$ cat config.mk
export PLATFORM = sky130hd
export DESIGN_NAME = utf8_accent_fold_normalizer_top_flat
export DESIGN_NICKNAME = d
export VERILOG_FILES = /design/src/rtl/core/uafn_pkg.sv /design/src/rtl/core/uafn_byte_if.sv /design/src/rtl/core/uafn_char_if.sv /design/src/rtl/core/utf8_accent_fold_normalizer_top.sv /design/src/flat_wrapper.sv
export SDC_FILE = /design/constraint.sdc
export NUM_CORES = 1
export LEC_CHECK = 0
export BUFFER_PORTS_ARGS = -buffer_cell sky130_fd_sc_hd__buf_2
export CORE_MARGIN = 1.5
export CORE_UTILIZATION = 45
export DETAILED_ROUTE_END_ITERATION = 6
export PLACE_DENSITY = 0.59
export SETUP_SLACK_MARGIN = 0.5
export SKIP_CTS_REPAIR_TIMING = 1
export SYNTH_ARGS = -nofsm -noshare
export SYNTH_HDL_FRONTEND = slang
export SYNTH_SLANG_ARGS = --single-unit
$ cat constraint.sdc
create_clock -name clk -period 5.1 [get_ports clk]
set_input_delay 0.255 -clock clk [delete_from_list [all_inputs] [get_ports clk]]
set_output_delay 0.255 -clock clk [all_outputs]
set_load 0.02 [all_outputs]
$ cat src/rtl/core/uafn_pkg.sv
`default_nettype none

package uafn_pkg;

    // Reset value of the capacity register and default depth of the whitespace queue.
    localparam logic [15:0] UAFN_CAP_RESET     = 16'd256;
    localparam int          UAFN_PENDING_DEPTH = 16;

    // Lead byte classes of UTF-8.
    localparam logic [7:0] LEAD2_MASK = 8'hE0;
    localparam logic [7:0] LEAD2_CODE = 8'hC0;
    localparam logic [7:0] LEAD3_MASK = 8'hF0;
    localparam logic [7:0] LEAD3_CODE = 8'hE0;
    localparam logic [7:0] LEAD4_MASK = 8'hF8;
    localparam logic [7:0] LEAD4_CODE = 8'hF0;

    // Folding tables for U+00C0..U+00FF and U+0100..U+017F, first entry in the top byte.
    localparam logic [8*64-1:0] LATIN1_FOLD = {
        "AAAAAAECEEEEIIIIDNOOOOOxOUUUUYTs",
        "aaaaaaeceeeeiiiidnooooo/ouuuuyty"
    };
    localparam logic [8*128-1:0] EXT_A_FOLD = {
        "AaAaAaCcCcCcCcDdDdEeEeEeEeEeGgGg",
        "GgGgHhHhIiIiIiIiIiIiJjKkkLlLlLlL",
        "lLlNnNnNnnNnOoOoOoOoRrRrRrSsSsSs",
        "SsTtTtTtUuUuUuUuUuUuWwYyYZzZzZzs"
    };

    // Whitespace test: space and the controls from tab to carriage return.
    function automatic logic uafn_is_ws(input logic [7:0] b);
        return (b inside {8'h20, [8'h09:8'h0D]});
    endfunction

    // Fold a code point to lowercase ASCII; bit 7 of the result is set when it exists.
    function automatic logic [7:0] uafn_fold(input logic [20:0] cp);
        logic [7:0] ch;
        logic       ok;
        ch = 8'h00;
        ok = 1'b0;
        if (cp inside {[21'h0000C0:21'h0000FF]})
        begin
            ch = LATIN1_FOLD[8*(63 - int'(cp[5:0])) +: 8];
            ok = 1'b1;
        end
        else if (cp inside {[21'h000100:21'h00017F]})
        begin
            ch = EXT_A_FOLD[8*(127 - int'(cp[6:0])) +: 8];
            ok = 1'b1;
        end
        else if (cp < 21'h000080)
        begin
            ch = {1'b0, cp[6:0]};
            ok = 1'b1;
        end
        if (ok && (ch inside {[8'h41:8'h5A]}))
        begin
            ch = ch + 8'h20;
        end
        return {ok, ch[6:0]};
    endfunction

endpackage

`default_nettype wire

$ cat src/rtl/core/uafn_byte_if.sv
`default_nettype none

// Text byte channel.
interface uafn_byte_if;
    logic       valid;
    logic       ready;
    logic [7:0] text_byte;
    logic       is_last_byte;

    modport source (output valid, output text_byte, output is_last_byte, input ready);
    modport sink   (input valid, input text_byte, input is_last_byte, output ready);
endinterface

`default_nettype wire

$ cat src/rtl/core/uafn_char_if.sv
`default_nettype none

// Normalized character channel.
interface uafn_char_if;
    logic       valid;
    logic       ready;
    logic [6:0] out_char;
    logic       is_end;

    modport source (output valid, output out_char, output is_end, input ready);
    modport sink   (input valid, input out_char, input is_end, output ready);
endinterface

`default_nettype wire

$ cat src/rtl/core/utf8_accent_fold_normalizer_top.sv
// Channel       Dir   Request payload
// text_stream   in    text_byte[7:0], is_last_byte
// char_stream   out   out_char[6:0], is_end
// cfg_we/wdata  in    output capacity, written when cfg_we is high
//
// A byte enters the input register and is worked off in steps; the next byte is
// taken as the last step of the current byte is done, so bytes can stream back to
// back. A non-space byte that follows held whitespace takes an extra step for each
// queued whitespace byte and for a held character; a whitespace byte that meets a
// full queue takes an extra step when a character is held; the last byte of a text
// takes a further step for the terminator. The output register lets the next byte
// in while a result waits, and a stalled output holds the work.
// Reset clears all control state and sets the capacity to 256.
`default_nettype none

module utf8_accent_fold_normalizer_top
    import uafn_pkg::*;
#(
    parameter int PENDING_SPACE_DEPTH = UAFN_PENDING_DEPTH
)
(
    input  wire         clk,
    input  wire         rst_n,
    input  wire         cfg_we,
    input  wire  [15:0] cfg_wdata,
    uafn_byte_if.sink   text_stream,
    uafn_char_if.source char_stream
);

    localparam int PW = (PENDING_SPACE_DEPTH > 1) ? $clog2(PENDING_SPACE_DEPTH) : 1;
    localparam int CW = $clog2(PENDING_SPACE_DEPTH + 1);
    localparam logic [CW-1:0] DEPTH_CNT = CW'(PENDING_SPACE_DEPTH);
    localparam logic [PW-1:0] LAST_PTR  = PW'(PENDING_SPACE_DEPTH - 1);

    // Configuration and per-text state.
    logic [15:0]   cap_reg;
    logic          seen_reg,    seen_next;
    logic [1:0]    need_reg,    need_next;
    logic [20:0]   pcp_reg,     pcp_next;
    logic [7:0]    held_reg,    held_next;
    logic [CW-1:0] cnt_reg,     cnt_next;
    logic [PW-1:0] head_reg,    head_next;
    logic [PW-1:0] tail_reg,    tail_next;
    logic [15:0]   written_reg, written_next;
    logic          term_reg,    term_next;

    // Input register and output register.
    logic       cur_valid_reg;
    logic [7:0] cur_byte_reg;
    logic       cur_last_reg;
    logic       out_valid_reg;
    logic [6:0] out_char_reg;
    logic       out_end_reg;

    // Whitespace queue and its prefetched head entry.
    logic [6:0]    pend_mem [PENDING_SPACE_DEPTH];
    logic [6:0]    rd_data_reg;
    logic [PW-1:0] head_eff;
    logic          wr_en;

    logic          step_go;
    logic          accept;
    logic          cur_ws;
    logic          emit_req;
    logic [6:0]    emit_char;
    logic          emit_end;
    logic          push;
    logic          finish;
    logic          item_done;
    logic [7:0]    fold_res;
    logic [20:0]   pcp_shift;
    logic [15:0]   cap_lim;
    logic          cap_ok;
    logic          out_load;
    logic [PW-1:0] head_inc;
    logic [PW-1:0] tail_inc;

    // Handshake and capacity limit.
    assign step_go  = cur_valid_reg && (!out_valid_reg || char_stream.ready);
    assign accept   = text_stream.valid && text_stream.ready;
    assign cur_ws   = uafn_is_ws(cur_byte_reg);
    assign cap_lim  = (cap_reg == 16'd0) ? 16'd0 : cap_reg - 16'd1;
    assign cap_ok   = written_reg < cap_lim;
    assign head_inc = (head_reg == LAST_PTR) ? '0 : head_reg + PW'(1);
    assign tail_inc = (tail_reg == LAST_PTR) ? '0 : tail_reg + PW'(1);
    assign out_load = step_go && emit_req && (emit_end || cap_ok);
    assign head_eff = step_go ? head_next : head_reg;
    assign wr_en    = step_go && push;

    assign text_stream.ready    = !cur_valid_reg || (step_go && item_done);
    assign char_stream.valid    = out_valid_reg;
    assign char_stream.out_char = out_char_reg;
    assign char_stream.is_end   = out_end_reg;

    // One step of work on the byte in the input register.
    always_comb
    begin
        seen_next = seen_reg;
        need_next = need_reg;
        pcp_next  = pcp_reg;
        held_next = held_reg;
        cnt_next  = cnt_reg;
        head_next = head_reg;
        tail_next = tail_reg;
        term_next = term_reg;
        emit_req  = 1'b0;
        emit_char = 7'd0;
        emit_end  = 1'b0;
        push      = 1'b0;
        finish    = 1'b0;
        item_done = 1'b0;
        fold_res  = 8'd0;
        pcp_shift = {pcp_reg[14:0], cur_byte_reg[5:0]};

        if (term_reg)
        begin
            // Terminator, then the text state returns to reset.
            emit_req  = 1'b1;
            emit_end  = 1'b1;
            item_done = 1'b1;
            seen_next = 1'b0;
            need_next = 2'd0;
            pcp_next  = '0;
            held_next = '0;
            cnt_next  = '0;
            head_next = '0;
            tail_next = '0;
            term_next = 1'b0;
        end
        else if (need_reg != 2'd0)
        begin
            // Continuation byte: any value, low six bits only.
            need_next = need_reg - 2'd1;
            pcp_next  = pcp_shift;
            if (need_reg == 2'd1)
            begin
                fold_res = uafn_fold(pcp_shift);
                if (fold_res[7])
                begin
                    if (cur_ws)
                    begin
                        held_next = fold_res;
                    end
                    else
                    begin
                        emit_req  = 1'b1;
                        emit_char = fold_res[6:0];
                    end
                end
                pcp_next = '0;
            end
            finish = 1'b1;
        end
        else if (cur_ws)
        begin
            // Whitespace after text is queued; a full queue flushes its oldest entry.
            if (!seen_reg)
            begin
                finish = 1'b1;
            end
            else if (cnt_reg == DEPTH_CNT)
            begin
                if (held_reg[7])
                begin
                    emit_req  = 1'b1;
                    emit_char = held_reg[6:0];
                    held_next = '0;
                end
                else
                begin
                    emit_req  = 1'b1;
                    emit_char = rd_data_reg;
                    head_next = head_inc;
                    push      = 1'b1;
                    tail_next = tail_inc;
                    finish    = 1'b1;
                end
            end
            else
            begin
                push      = 1'b1;
                tail_next = tail_inc;
                cnt_next  = cnt_reg + CW'(1);
                finish    = 1'b1;
            end
        end
        else
        begin
            // Confirming byte: held character, queued whitespace, then its own result.
            if (held_reg[7])
            begin
                emit_req  = 1'b1;
                emit_char = held_reg[6:0];
                held_next = '0;
            end
            else if (cnt_reg != '0)
            begin
                emit_req  = 1'b1;
                emit_char = rd_data_reg;
                head_next = head_inc;
                cnt_next  = cnt_reg - CW'(1);
            end
            else
            begin
                seen_next = 1'b1;
                finish    = 1'b1;
                if (!cur_byte_reg[7])
                begin
                    fold_res  = uafn_fold({13'd0, cur_byte_reg});
                    emit_req  = 1'b1;
                    emit_char = fold_res[6:0];
                end
                else if ((cur_byte_reg & LEAD2_MASK) == LEAD2_CODE)
                begin
                    need_next = 2'd1;
                    pcp_next  = {16'd0, cur_byte_reg[4:0]};
                end
                else if ((cur_byte_reg & LEAD3_MASK) == LEAD3_CODE)
                begin
                    need_next = 2'd2;
                    pcp_next  = {17'd0, cur_byte_reg[3:0]};
                end
                else if ((cur_byte_reg & LEAD4_MASK) == LEAD4_CODE)
                begin
                    need_next = 2'd3;
                    pcp_next  = {18'd0, cur_byte_reg[2:0]};
                end
                else
                begin
                    fold_res = uafn_fold({13'd0, cur_byte_reg});
                    if (fold_res[7])
                    begin
                        emit_req  = 1'b1;
                        emit_char = fold_res[6:0];
                    end
                end
            end
        end

        // The last byte of a text is followed by a terminator step.
        if (finish)
        begin
            if (cur_last_reg)
            begin
                term_next = 1'b1;
            end
            else
            begin
                item_done = 1'b1;
            end
        end
    end

    // Character count against the capacity.
    always_comb
    begin
        written_next = written_reg;
        if (term_reg)
        begin
            written_next = '0;
        end
        else if (emit_req && cap_ok)
        begin
            written_next = written_reg + 16'd1;
        end
    end

    // Control registers.
    always_ff @(posedge clk or negedge rst_n)
    begin
        if (!rst_n)
        begin
            cap_reg       <= UAFN_CAP_RESET;
            seen_reg      <= 1'b0;
            need_reg      <= 2'd0;
            pcp_reg       <= '0;
            held_reg      <= '0;
            cnt_reg       <= '0;
            head_reg      <= '0;
            tail_reg      <= '0;
            written_reg   <= '0;
            term_reg      <= 1'b0;
            cur_valid_reg <= 1'b0;
            out_valid_reg <= 1'b0;
        end
        else
        begin
            if (cfg_we)
            begin
                cap_reg <= cfg_wdata;
            end
            if (step_go)
            begin
                seen_reg    <= seen_next;
                need_reg    <= need_next;
                pcp_reg     <= pcp_next;
                held_reg    <= held_next;
                cnt_reg     <= cnt_next;
                head_reg    <= head_next;
                tail_reg    <= tail_next;
                written_reg <= written_next;
                term_reg    <= term_next;
            end
            if (accept)
            begin
                cur_valid_reg <= 1'b1;
            end
            else if (step_go && item_done)
            begin
                cur_valid_reg <= 1'b0;
            end
            if (out_load)
            begin
                out_valid_reg <= 1'b1;
            end
            else if (char_stream.ready)
            begin
                out_valid_reg <= 1'b0;
            end
        end
    end

    // Payload registers.
    always_ff @(posedge clk)
    begin
        if (accept)
        begin
            cur_byte_reg <= text_stream.text_byte;
            cur_last_reg <= text_stream.is_last_byte;
        end
        if (out_load)
        begin
            out_char_reg <= emit_char;
            out_end_reg  <= emit_end;
        end
    end

    // Whitespace queue: one write port, registered read of the next head entry.
    always_ff @(posedge clk)
    begin
        if (wr_en)
        begin
            pend_mem[tail_reg] <= cur_byte_reg[6:0];
        end
        if (wr_en && (tail_reg == head_eff))
        begin
            rd_data_reg <= cur_byte_reg[6:0];
        end
        else
        begin
            rd_data_reg <= pend_mem[head_eff];
        end
    end

    // The queue pointers meet only when it is empty or full.
    a_ptr_meet: assert property (@(posedge clk) disable iff (!rst_n)
        (head_reg == tail_reg) |-> (cnt_reg == '0 || cnt_reg == DEPTH_CNT))
        else $error("queue pointers meet with a partial count");

    // A held character only exists after a non-space byte of the text.
    a_held_seen: assert property (@(posedge clk) disable iff (!rst_n)
        held_reg[7] |-> seen_reg)
        else $error("held character without a prior non-space byte");

    // The terminator step leaves the text state cleared.
    a_term_clear: assert property (@(posedge clk) disable iff (!rst_n)
        (step_go && term_reg) |=>
            (cnt_reg == '0 && !seen_reg && written_reg == '0 && !held_reg[7]))
        else $error("text state not cleared after terminator");

endmodule

`default_nettype wire
$ cat src/flat_wrapper.sv
// flat-port wrapper written by rule: the top's interface ports become plain ports
module utf8_accent_fold_normalizer_top_flat import uafn_pkg::*;
#(
    parameter int PENDING_SPACE_DEPTH = UAFN_PENDING_DEPTH
)
  (clk, rst_n, cfg_we, cfg_wdata, text_stream_valid, text_stream_text_byte, text_stream_is_last_byte, text_stream_ready, char_stream_valid, char_stream_out_char, char_stream_is_end, char_stream_ready);
  uafn_byte_if text_stream_i ();
  uafn_char_if char_stream_i ();
  input  wire clk;
  input  wire rst_n;
  input  wire cfg_we;
  input  wire  [15:0] cfg_wdata;
  input wire logic [$bits(text_stream_i.valid)-1:0] text_stream_valid;
  input wire logic [$bits(text_stream_i.text_byte)-1:0] text_stream_text_byte;
  input wire logic [$bits(text_stream_i.is_last_byte)-1:0] text_stream_is_last_byte;
  output wire logic [$bits(text_stream_i.ready)-1:0] text_stream_ready;
  output wire logic [$bits(char_stream_i.valid)-1:0] char_stream_valid;
  output wire logic [$bits(char_stream_i.out_char)-1:0] char_stream_out_char;
  output wire logic [$bits(char_stream_i.is_end)-1:0] char_stream_is_end;
  input wire logic [$bits(char_stream_i.ready)-1:0] char_stream_ready;
  assign text_stream_i.valid = text_stream_valid;
  assign text_stream_i.text_byte = text_stream_text_byte;
  assign text_stream_i.is_last_byte = text_stream_is_last_byte;
  assign text_stream_ready = text_stream_i.ready;
  assign char_stream_valid = char_stream_i.valid;
  assign char_stream_out_char = char_stream_i.out_char;
  assign char_stream_is_end = char_stream_i.is_end;
  assign char_stream_i.ready = char_stream_ready;
  utf8_accent_fold_normalizer_top #(.PENDING_SPACE_DEPTH(PENDING_SPACE_DEPTH)) u_core (.clk(clk), .rst_n(rst_n), .cfg_we(cfg_we), .cfg_wdata(cfg_wdata), .text_stream(text_stream_i), .char_stream(char_stream_i));
endmodule
# After elaboration in Yosys (flattened, before gate mapping)
# Memory sizes are Yosys's and may differ from the RTL's. A register that Yosys moved wholly into a read port is not among the register bits.
# Index checks and enable logic that the tools add are counted.
# word_totals
register_bits,91
ramBits,112
in_bits,30
output_inout_bits,10
word_cells,281
mem_count,1
# memory_table
memory,depth,word_bits,read_ports,rd_clocked_by_memory_dff,wr,line_no,text
u_core.pend_mem,16,7,1,1,1,utf8_accent_fold_normalizer_top.sv:56,logic [6:0] pend_mem [PENDING_SPACE_DEPTH];
# op_classes
addsub,13
magnitude_cmp,19
n_eq_ne,24
shifts,3
muxes,164
n_reduce_logical,41
# ops
cell,count
1024-bit by 32-bit variable part select with 8-bit output (first input constant),2
512-bit by 32-bit variable part select with 8-bit output (first input constant),1
8-bit 2-to-1 mux,30
15-bit 2-to-1 mux,10
7-bit 2-to-1 mux,21
4-bit 2-to-1 mux,17
1-bit 2-to-1 mux,67
16-bit 2-to-1 mux,3
5-bit 2-to-1 mux,7
8-bit by 7-bit >= comparator with 1-bit output (second input constant),3
8-bit by 7-bit <= comparator with 1-bit output (second input constant),3
7-bit by 6-bit adder with 7-bit output (second input constant),3
21-bit by 8-bit >= comparator with 1-bit output (second input constant),1
21-bit by 9-bit >= comparator with 1-bit output (second input constant),1
21-bit by 8-bit <= comparator with 1-bit output (second input constant),1
21-bit by 9-bit <= comparator with 1-bit output (second input constant),1
21-bit by 8-bit less-than comparator with 1-bit output (second input constant),1
1-bit logical AND,18
2-bit 2-to-1 mux,9
6-bit AND reduction,3
16-bit by 1-bit adder with 16-bit output (second input constant),1
16-bit logical NOT,1
16-bit less-than comparator,1
16-bit by 1-bit subtractor with 16-bit output (second input constant),1
other kinds (32),58

# Depth between registers and ports, before layout
# logic_depth
ltp_word,26
ltp_mapped,17
ltp_nobuf,16

# Least setup slack after synthesis
# No wires, ideal clock.
# synth_path
path_kind,register to register
start,register u_core.cap_reg[5]
end,register u_core.written_reg[15]
setup_ps,66
arrival_time_ps,3869
required_ps,5034
slack_ps,1165
stages_incl_launch_ff,15
n_path_buf,1
period_less_slack_ps,3935
cell_sequence,dfrtp_1 > or4_4 > nor4b_2 > nand3_1 > clkbuf_1 > nand2_1 > ha_1 > a21o_1 > a21o_1 > a2111oi_0 > o221ai_1 > a2111oi_4 > nor2_2 > or4_1 > nand2_1
# synth_between
elab_chain_cells,6
elab_cells_between_ends,7
classes_between,1 x add/sub; 1 x order compare; 1 x mux; 4 x reduce/logical
# synth_rtl
item,line_no,text
"start, declared",utf8_accent_fold_normalizer_top.sv:36,logic [15:0] cap_reg;
"start signal, assigned",utf8_accent_fold_normalizer_top.sv:290,cap_reg <= cfg_wdata;
16-bit by 1-bit subtractor with 16-bit output / 16-bit logical NOT (equally long branches),utf8_accent_fold_normalizer_top.sv:82,assign cap_lim = (cap_reg == 16'd0) ? 16'd0 : cap_reg - 16'd1;
16-bit 2-to-1 mux (*),utf8_accent_fold_normalizer_top.sv:82,
16-bit less-than comparator (*),utf8_accent_fold_normalizer_top.sv:83,assign cap_ok = written_reg < cap_lim;
1-bit logical AND (*),utf8_accent_fold_normalizer_top.sv:262,else if (emit_req && cap_ok)
2-bit nonzero test (no source line) (*),-,
2-bit AND reduction (no source line) (*),-,
"end signal, assigned",utf8_accent_fold_normalizer_top.sv:301,written_reg <= written_next;
"end, declared",utf8_accent_fold_normalizer_top.sv:44,"logic [15:0] written_reg, written_next;"
# Every way passes the cells marked *; elsewhere a longest branch is shown, timed or not.
# A chain may end at the register's enable or synchronous reset.

# Worst setup path in the final report
# layout_path
start,register u_core.cap_reg[3]
end,register u_core.written_reg[15]
# Same word-level chain as after synthesis.

==> impl_metrics.csv <==
group,metric,value,unit
critical_path,r2r_end,"u_core.written_reg[15]$_DFFE_PN0P_",
global_route,track_usage,0.2162,
routing,ant_nets,0,
critical_path,worst_r2r_path_depth,15,
logic_synthesis,synth.net_count,965,
critical_path,cp_slowest_cell,"or4_4",
logic_synthesis,synth_edf_count,129,
floorplanning,start_util,0.4572,
cells_and_area,fin_util,0.5224,
floorplanning,die_area,0.02471,mm^2
critical_path,path_class,"flip-flop to flip-flop",
floorplanning,die_h,157.2,um
critical_path,cp_max_fo,14,
global_route,grt_pass1_wl,40840,um
cells_and_area,design_area,0.01223,mm^2
min_path,worstHoldStart,"cfg_wdata[1]",
cells_and_area,final_common_cell,"edfxtp_1",
sta,hold_viol,1,
clock_network,cts_root_buf,"clkbuf_16",
routing,viasPerCell,5.887,
job,maxCapViolations,0,
clock_network,cts_sinks,207,
cells_and_area,largest_reg_flops,112,
cells_and_area,fin_cells,1305,
sta,slew_headroom,0.3514,
pwr,p_per_area,516.4,mW/mm^2
cells_and_area,area_growth_syn_to_layout,14.27,%
logic_synthesis,synth-async-reset-ratio,0.3575,
logic_synthesis,netlist_instances,908,
clock_network,cts_tree,"built",
sta,period_needed,4190,ps
place,place.gp.congestion,0.8577,
global_route,overflow,0,
floorplanning,core_area,0.02340,mm^2
clock_network,numCtsBuffers,24,
global_route,grt_max_degree,75,
place,placed_cells,1235,
cells_and_area,final_nets,1025,
logic_synthesis,yosys_warnings,0,
cells_and_area,final_cell_mix,"edfxtp_1 (129), nand2_1 (111), dfrtp_1 (73), nor2_1 (59), o21ai_0 (45)",
clock_network,cts.path.max_buffers,3,
critical_path,slowest_delay,570,ps
critical_path,crit_required,5560,ps
cells_and_area,diodes,0,
pwr,leakage,4.626,nW
sta,tightest_slew,971.6,ps
logic_synthesis,ys_types,89,
logic_synthesis,ys.flop_type,"edfxtp_1",
global_route,grt_pass1_vias,7001,
logic_synthesis,synth.largest_area_cell,"edfxtp_1",
cells_and_area,layout-drive-gt1-share,0.1653,
min_path,holdCritPathClass,"primary input to flip-flop",
pwr,vdd_drop_max,0.0002388,V
critical_path,r2r_start,"u_core.cap_reg[3]$_DFFE_PN0P_",
clock_network,clk-insertion-delay-late,520,ps
logic_synthesis,yosysTopAreaCellShare,0.3621,
logic_synthesis,ys_seq_area_frac,0.5427,
sta,rsz0062_at_grt,"false",
sta,finalWorstSetupSlack,909.5,ps
routing,drt-initial-drc-count,851,
routing,vias,7683,
sta,drv_slew,0,
logic_synthesis,synth_area,0.01070,mm^2
routing,wire_per_inst,20.28,um
sta,whs,-8.323,ps
sta,setup_viol,0,
routing,wl,26460,um
critical_path,r2r_setup_slack,910,ps
critical_path,path_cells,"or4_4, nor4b_2, nand3_1, buf_4, nand2_1, ha_1, a21o_1, a21o_1, a2111oi_1, o221ai_1, a2111oi_4, buf_4, nor2_2, or4_1, nand2_1",
logic_synthesis,synth_area_leaders,"edfxtp_1 (36%), dfrtp_1 (17%), mux4_2 (7.6%), nand2_1 (3.9%), ha_1 (3.0%)",
min_path,hold_depth,3,
logic_synthesis,synth.avg_cell_area,11.78,um^2
routing,dr.pass1.iters,6,
place,io_buffers,39,
min_path,worst_hold_path.endpoint,"u_core.cap_reg[1]$_DFFE_PN0P_",
status,violations,"negative hold slack",
place,hpwl,17730,um
place,dpl_cell_area,0.01120,mm^2
logic_synthesis,synth_seq_cells,207,
status,outcome,"finished with violations",
clock_network,cts.reportedPaths.clkPinSlew,60,ps
place,place_ws,744.4,ps
floorplanning,die_x,157.2,um
sta,min_period_over_period,0.8217,
global_route,antenna_found_initial,0,
routing,drc,0,
critical_path,cp-start-kind,"flip-flop",
clock_network,htree_levels,1,
sta,fin_skew,19.21,ps
pwr,finalPower,6.313,mW
floorplanning,rows,56,
floorplanning,num_io_pins,40,
critical_path,cp.arrival,4650,ps
critical_path,end_kind,"flip-flop",
sta,tns,0,ps
sta,fmax,238.6,MHz
[metal layers]
metal,part of all wire,track usage,vias to the layer above
met5,0,0,-
met2,0.43,0.3033,244
met1,0.50,0.3523,3819
li1,-,-,3586
met3,0.059,0.02643,34
met4,0.018,0.05031,0
[area by class of cell]
class                   count  area [um^2]
fillers                  2054        11180
inverters                  28        105.1
clock buffers              36        675.6
well taps                 319        399.1
flip-flops and latches    207         5808
repair buffers             83        605.6
clock inverters             8        77.57
multi-input cells         624         4554
[worst max-delay path by stage]
stage / startpoint / to / slack, ps
6_report: u_core.cap_reg[3]$_DFFE_PN0P_ / u_core.written_reg[15]$_DFFE_PN0P_ / 910
5_1_grt: u_core.cap_reg[3]$_DFFE_PN0P_ / u_core.written_reg[15]$_DFFE_PN0P_ / 570
4_1_cts: u_core.cap_reg[5]$_DFFE_PN0P_ / u_core.char_stream.out_char[4]$_SDFFCE_PP0P_ / 730
3_5_place_dp: u_core.cap_reg[5]$_DFFE_PN0P_ / u_core.char_stream.out_char[0]$_SDFFCE_PP0P_ / 740
3_3_place_gp: u_core.cap_reg[5]$_DFFE_PN0P_ / u_core.char_stream.out_char[0]$_SDFFCE_PP0P_ / 740
2_1_floorplan: u_core.cap_reg[5]$_DFFE_PN0P_ / u_core.written_reg[15]$_DFFE_PN0P_ / 1170
[cell families after synthesis]
group | synth area share
DFF | 0.5427
AOI/OAI and AO/OA | 0.1395
and+or+nand+nor | 0.1395
buffers and inverters | 0.03228
adders and majority gates | 0.03228
xor gates and xnor gates | 0.02210
muxes | 0.09157
[power breakdown]
part	total (mW)	leakage (nW)	switching [mW]	internal, mW
clock network	1.64	0.368	0.669	0.968
registers	2.39	2.16	0.333	2.05
logic	2.29	2.10	1.42	0.868
[cells in the mapped netlist (5+ instances only)]
cell,n
edfxtp_1,129
nand2_1,111
dfrtp_1,73
nor2_1,59
o21ai_0,45
a21oi_1,42
mux4_2,36
ha_1,26
clkbuf_1,25
inv_1,25
nor3_1,24
xor2_1,20
nand3_1,17
buf_2,15
mux2_2,15
nand4_1,15
a21o_1,14
nand2b_1,14
o21ai_1,13
a31oi_1,10
nor4_1,9
a22oi_1,7
and3_1,7
nor2b_1,7
o211ai_1,7
o22ai_1,7
xnor2_1,7
a22o_1,6
and2_1,6
o221ai_1,5
[critical path: cells and delay by family, from the launching register on]
family | cells | cell delay [ps]
simple gates | 7 | 1820
compound gates | 5 | 1210
buf+inv | 2 | 450
flops | 1 | 420
fa+ha+maj | 1 | 250
No activity file was read; power rests on OpenSTA's default activity.
